[config.mk]
export PLATFORM = sky130hd
export DESIGN_NAME = conv_ctrl
export DESIGN_NICKNAME = d
export VERILOG_FILES = /design/src/design/conv_pkg.sv /design/src/design/conv_ctrl.sv
export SDC_FILE = /design/constraint.sdc
export NUM_CORES = 1
export LEC_CHECK = 0
export BUFFER_PORTS_ARGS = -buffer_cell sky130_fd_sc_hd__buf_4
export CELL_PAD_IN_SITES_DETAIL_PLACEMENT = 0
export CELL_PAD_IN_SITES_GLOBAL_PLACEMENT = 1
export CORE_AREA = 2 2 39 41
export CTS_BUF_LIST = sky130_fd_sc_hd__clkbuf_4
export CTS_CLUSTER_DIAMETER = 80
export DETAILED_ROUTE_END_ITERATION = 8
export DIE_AREA = 0 0 41 43
export GPL_ROUTABILITY_DRIVEN = 1
export HOLD_SLACK_MARGIN = 0.1
export PLACE_DENSITY = 0.6
export SYNTH_ARGS = -nofsm -noshare
export SYNTH_HDL_FRONTEND = slang
export SYNTH_SLANG_ARGS = --single-unit
[constraint.sdc]
create_clock -name aclk -period 1.34 [get_ports aclk]
set_clock_uncertainty 0.2 [all_clocks]
set_input_delay 0 -clock aclk [delete_from_list [all_inputs] [get_ports aclk]]
set_output_delay 0 -clock aclk [all_outputs]
set_load 0.01 [all_outputs]
[src/design/conv_pkg.sv]
// Shared types, constants and helper functions of the 3x3 convolution block.
`timescale 1ns / 1ps
`default_nettype none
package conv_pkg;

    localparam int MAX_HEIGHT  = 32;
    localparam int MAX_WIDTH   = 32;
    localparam int MAX_IN_CH   = 4;
    localparam int MAX_OUT_CH  = 4;
    localparam int NUM_WEIGHTS = 9 * MAX_IN_CH * MAX_OUT_CH;
    localparam int WGT_DEPTH   = 9 * MAX_IN_CH;
    localparam int ROW_DEPTH   = 3 * MAX_WIDTH * MAX_IN_CH;
    localparam int BURST       = MAX_WIDTH + 2;

    typedef enum logic [1:0] {
        OP_WEIGHT  = 2'd0,
        OP_BIAS    = 2'd1,
        OP_PIXEL   = 2'd2,
        OP_RESTART = 2'd3
    } op_t;

    typedef enum logic [1:0] {
        CFG_HEIGHT = 2'd0,
        CFG_WIDTH  = 2'd1,
        CFG_IN_CH  = 2'd2,
        CFG_OUT_CH = 2'd3
    } cfg_idx_t;

    typedef enum logic [2:0] {
        ST_IDLE,
        ST_DIV,
        ST_CHECK,
        ST_MAC,
        ST_DRAIN,
        ST_ADV,
        ST_PUSH
    } state_t;

    typedef struct packed {
        logic accept;
        logic div_step;
        logic mac_init;
        logic mac_step;
        logic adv;
        logic push;
        logic finish;
    } cmd_t;

    typedef struct packed {
        logic pix_done;
        logic div_last;
        logic more;
        logic mac_last;
        logic busy;
        logic out_free;
    } sts_t;

    function automatic logic [5:0] clamp_dim(input logic [5:0] v);
        logic [5:0] r;
        if (v == 6'd0) begin
            r = 6'd1;
        end else if (v > 6'(MAX_WIDTH)) begin
            r = 6'(MAX_WIDTH);
        end else begin
            r = v;
        end
        return r;
    endfunction

    function automatic logic [2:0] clamp_ch(input logic [2:0] v);
        logic [2:0] r;
        if (v == 3'd0) begin
            r = 3'd1;
        end else if (v > 3'(MAX_IN_CH)) begin
            r = 3'(MAX_IN_CH);
        end else begin
            r = v;
        end
        return r;
    endfunction

    function automatic logic [1:0] mod3_small(input logic [2:0] v);
        logic [1:0] r;
        case (v)
            3'd0, 3'd3, 3'd6: r = 2'd0;
            3'd1, 3'd4, 3'd7: r = 2'd1;
            default:          r = 2'd2;
        endcase
        return r;
    endfunction

    // Since 2 is -1 modulo 3, the odd bits count twice.
    function automatic logic [1:0] row_mod3(input logic [4:0] v);
        logic [2:0] s;
        s = 3'(v[0]) + 3'(v[2]) + 3'(v[4]) + {1'b0, v[1], 1'b0} + {1'b0, v[3], 1'b0};
        return mod3_small(s);
    endfunction

    function automatic logic [31:0] sat32(input logic signed [39:0] v);
        logic [31:0] r;
        if (v > 40'sh007FFFFFFF) begin
            r = 32'h7FFFFFFF;
        end else if (v < -40'sh0080000000) begin
            r = 32'h80000000;
        end else begin
            r = v[31:0];
        end
        return r;
    endfunction

endpackage
`default_nettype wire

[src/design/conv_ctrl.sv]
// Controller state machine that sequences item intake, division, MAC passes and output.
`timescale 1ns / 1ps
`default_nettype none
module conv_ctrl (
    input  wire logic           aclk,
    input  wire logic           aresetn,
    input  wire logic           s_tvalid,
    output logic                s_tready,
    input  wire conv_pkg::sts_t sts,
    output conv_pkg::cmd_t      cmd
);

    conv_pkg::state_t state_reg, state_next;

    always_ff @(posedge aclk) begin
        if (!aresetn) begin
            state_reg <= conv_pkg::ST_IDLE;
        end else begin
            state_reg <= state_next;
        end
    end

    always_comb begin
        state_next = state_reg;
        case (state_reg)
            conv_pkg::ST_IDLE: begin
                if (s_tvalid && sts.pix_done) state_next = conv_pkg::ST_DIV;
            end
            conv_pkg::ST_DIV: begin
                if (sts.div_last) state_next = conv_pkg::ST_CHECK;
            end
            conv_pkg::ST_CHECK: begin
                state_next = sts.more ? conv_pkg::ST_MAC : conv_pkg::ST_IDLE;
            end
            conv_pkg::ST_MAC: begin
                if (sts.mac_last) state_next = conv_pkg::ST_DRAIN;
            end
            conv_pkg::ST_DRAIN: begin
                if (!sts.busy) state_next = conv_pkg::ST_ADV;
            end
            conv_pkg::ST_ADV: begin
                state_next = conv_pkg::ST_PUSH;
            end
            conv_pkg::ST_PUSH: begin
                if (sts.out_free) begin
                    state_next = sts.more ? conv_pkg::ST_MAC : conv_pkg::ST_IDLE;
                end
            end
            default: state_next = conv_pkg::ST_IDLE;
        endcase
    end

    always_comb begin
        cmd      = '0;
        s_tready = 1'b0;
        case (state_reg)
            conv_pkg::ST_IDLE: begin
                s_tready   = 1'b1;
                cmd.accept = s_tvalid;
            end
            conv_pkg::ST_DIV: begin
                cmd.div_step = 1'b1;
            end
            conv_pkg::ST_CHECK: begin
                cmd.mac_init = sts.more;
                cmd.finish   = !sts.more;
            end
            conv_pkg::ST_MAC: begin
                cmd.mac_step = 1'b1;
            end
            conv_pkg::ST_ADV: begin
                cmd.adv = 1'b1;
            end
            conv_pkg::ST_PUSH: begin
                cmd.push     = sts.out_free;
                cmd.mac_init = sts.out_free && sts.more;
                cmd.finish   = sts.out_free && !sts.more;
            end
            default: ;
        endcase
    end

endmodule
`default_nettype wire

* Word-level counts from Yosys, hierarchy flattened
Cells that the tools add are included.
** Word-level totals
- Bits in registers :: 3
- Latch bits :: 0
- Memory bits (writable) :: 0
- Memory bits (read-only) :: 0
- Logic and storage cells :: 33
- Memories kept :: 0
** Operators by class
- Add/sub/neg operators :: 0
- $mul :: 0
- Divide/modulo/power cells :: 0
- $lt $le $gt $ge :: 0
- Equal/unequal tests :: 11
- Shift operators :: 0
- Muxes and demuxes :: 15
- Bitwise gates (word level) :: 0
- Reduce and logical (&&, ||, !) cells :: 6
** Operators by type and width (count)
- $pmux 3 s7 :: 1
- $mux 3 :: 5
- $ne 2x2->1 const B :: 5
- $eq 3x3->1 const B :: 3
- $eq 3x2->1 const B :: 2
- $mux 1 :: 6
- $reduce_and 5->1 :: 1
- $pmux 1 s2 :: 2
- $eq 3x1->1 const B :: 1
- $logic_and 1x1->1 :: 3
- $logic_not 3->1 :: 1
- $mux 2 :: 1
- $logic_not 1->1 :: 1

* Logic depth before layout (Yosys ltp)
- Word-level depth :: 3
- Depth in mapped cells :: 4

* Worst setup path before layout
No wires, ideal clock.
- Kind :: register to output
- Start :: register state_reg[1]
- End :: output port cmd[6] (netlist name)
- Arrival time :: 1.027 ns
- Required time :: 1.140 ns
- Slack :: 0.113 ns
- Stages on the path, launching flop included :: 4
- Buffers on the path :: 1
- Cells stage by stage :: dfxtp_1 buf_2 nor3_1 and2_1
** RTL lines
- start, declared :: RTL line conv_ctrl.sv:13 : conv_pkg::state_t state_reg, state_next;
- start signal, assigned :: RTL line conv_ctrl.sv:17 : state_reg <= conv_pkg::ST_IDLE;
- start signal, assigned :: RTL line conv_ctrl.sv:19 : state_reg <= state_next;
- end, declared :: RTL line conv_ctrl.sv:10 : output conv_pkg::cmd_t cmd

==> reports/metrics.cfg <==
[timing]
rsz0062_at_grt = true
max-slew-margin-rel_pct = 84.4
fin_crit_ns = 1.35
period_share_pct = 101
setup_viol = 2
final_hold_viol_count = 0
fmax_ghz = 0.741
worst_pin_slew_ns = 0.234
finalWorstSetupSlack_ns = -0.00937
holdWs_ns = 0.141
final_max_slew_viol_count = 0

[die]
io_pins = 17
fp.dieW_um = 41
dieArea_mm2 = 0.00176
die_height_um = 43
core_area_mm2 = 0.00138
initial_core_util_pct = 20.7
rows = 14

[pwr]
p_comb_share_pct = 51.6
p_int_mw = 0.459
power.share.sequential_pct = 20.9
power.leakage_nw = 0.280
powerDensity_mw_per_mm2 = 1080
p_clk_share_pct = 27.5
switchingPower_mw = 0.210
p_sw_share_pct = 31.4
ir_drop_mv = 0.309

[yosys]
synth_commonest_cells = nand2_1, and3_1, dfxtp_1, nor2_1
yosysMostFrequentCell = nand2_1
synth_top_family_by_area = simple AND/OR/NAND/NOR gates
ys_warn_count = 0
synth.area.top_cells = dfxtp_1, nand2_1, and3_1
synth-edff-count = 0
synth_top_area_cell = dfxtp_1
muxShareOfSynthArea_pct = 0
yosys.area_share.simple_pct = 44.5
syn_inst = 39
synth_xor_area_share_pct = 0
synth.top_cell.area_share_pct = 21.0
synth-seq-area-share_pct = 21.0
syn_avg_cell_area_um2 = 7.35
async_reset_ff_share_pct = 0
ys_ff_latch = 3
synth_nets = 48
yosysUniqueCellTypes = 23
synthesis.area_um2 = 287
synth_compound_area_share_pct = 25.8
synth_fa_ha_area_share_pct = 0
ys.flop_type = dfxtp_1

[setup_path]
crit_chain = and2b_2, and3_1, buf_4
path_buf_inv = 1
r2r-start = state_reg[0]
crit_fanout = 8
slowest_stage = dfxtp_4
crit_path_start_kind = flop
cpLargestDelayFamily = simple AND/OR/NAND/NOR gates
r2r_end = state_reg[0]
cp-end-kind = output pin
crit_type = flop to output pin
crit_required_ns = 1.14
r2r_setup_slack_ns = 0.03
r2r.worst_path.cells = 3
crit_arrival_ns = 1.15
slowest_delay_ns = 0.38

[cells_and_area]
drive_gt1_share_pct = 54.9
diodes = 0
fin_area_um2 = 622
finish.net_count = 81
layoutNonFillerInstCount = 87
syn2layout_area_growth_pct = 117
largest_register_ffs = 3
n_fill_cell = 140

[min_path]
hold_class = primary input to output pin
worstHoldEndpoint = cmd[1]
hold_start = sts[0]
hold_depth = 3

[place]
hpwl_um = 592
placed_area_um2 = 435
gp_routability_congestion = 0.680
placed_cells = 72
portBuffers = 16

[run_status]
status = finished, violations left
violations = setup timing

[cts]
cts.sinks = 3
clk_latency_ns = 0.24
cts_root_buf = clkbuf_4
clkTransAtPathRegs_ns = 0.04
clockBufferDepth = 2
cts_buffers = 3
cts_tree = done
htreeDepth = 1

[route]
post-route-drc-count = 0
wl_per_cell_um = 10.1
dr.pass1.iters = 4
antenna_left = 0
drt_iter0_drc = 4
viasPerCell = 4.62
routed_wl_um = 875
vias = 402

[global_route]
grt_max_degree = 9
grt_overflow = 0
grt_pass1_wl_um = 1320
grt_antenna_before_repair = 0
grt_pass1_vias = 341
grt_usage_pct = 10.9

[flow_run]
maxCapViolCount = 0

[layout make-up]
| cell class | count | area [um2] | share of cell area (%) |
|---|---|---|---|
| multi-input combinational | 32 | 231 | 37.2 |
| tap | 16 | 20.0 | 3.22 |
| inverter | 1 | 3.75 | 0.604 |
| sequential | 3 | 68.8 | 11.1 |
| clock buffer | 4 | 30.0 | 4.83 |
| timing repair buffer | 31 | 268 | 43.1 |
[through the flow]
step	util (%)	worst slack [ns]	TNS, ns	total power [mW]
global route	44.9	-0.0492	-0.157	0.712
CTS	43.2	0.00429	0	0.649
finish	44.9	-0.00937	-0.0173	0.670
detailed placement	31.5	-0.0424	-0.0678	0.363
global placement	31.5	-0.0716	-0.110	0.366
floorplan	-	0.113	0	0.281
[routing by layer]
| metal | wire (um) | global-route usage (%) | vias to the layer above |
|---|---|---|---|
| li1 | - | - | 204 |
| met1 | 375 | 13.1 | 183 |
| met2 | 447 | 16.6 | 13 |
| met3 | 37 | 3.14 | 2 |
| met4 | 14 | 6.00 | 0 |
| met5 | 0 | 0 | - |
[what timing repair did]
item	CTS	global route
endpoints found under the setup margin	8	6
endpoints found under the hold margin	4	0
hold buffers	8	0
gates resized for setup	9	8
buffers inserted	3	0
pin swaps	4	2
[cell usage in the layout, fill, tap and decap left out, types with 2 or more instances in the layout]
cell / count
buf_4: 19
dlygate4sd3_1: 8
nand2_1: 6
clkbuf_4: 4
buf_6: 4
nor2_1: 2
nand2b_1: 2
nor2_2: 2
and3_1: 2
o21ai_0: 2
dfxtp_4: 2
[logic make-up after synthesis]
family / count (synthesis)
AO/OA/AOI/OAI: 9
AND/OR/NAND/NOR: 23
flip-flops: 3
buffers and inverters: 4
[worst max path at each step]
| stage | endpoint | slack, ns | from | cells past startpoint |
|---|---|---|---|---|
| detailed placement | state_reg[0] | -0.04 | state_reg[0] | 3 |
| global route | cmd[6] | -0.05 | state_reg[0] | 4 |
| CTS | cmd[6] | 0.004 | state_reg[0] | 4 |
| global placement | state_reg[0] | -0.07 | state_reg[0] | 3 |
| finish | cmd[1] | -0.009 | state_reg[0] | 3 |
| floorplan | cmd[6] | 0.11 | state_reg[1] | 3 |
[power by group through the flow]
stage / logic (mW) / clock network, mW / registers, mW
global placement: 0.224 / 0 / 0.142
floorplan: 0.167 / 0 / 0.114
global route: 0.372 / 0.194 / 0.146
finish: 0.345 / 0.184 / 0.140
CTS: 0.327 / 0.182 / 0.140
detailed placement: 0.223 / 0 / 0.140
[tightest hold or removal path, delay by kind of cell]
family	cells	cell delay, ns
simple gates	1	0.14
buf+inv	2	0.20
Note: power is estimated with default switching activity, not from simulation.
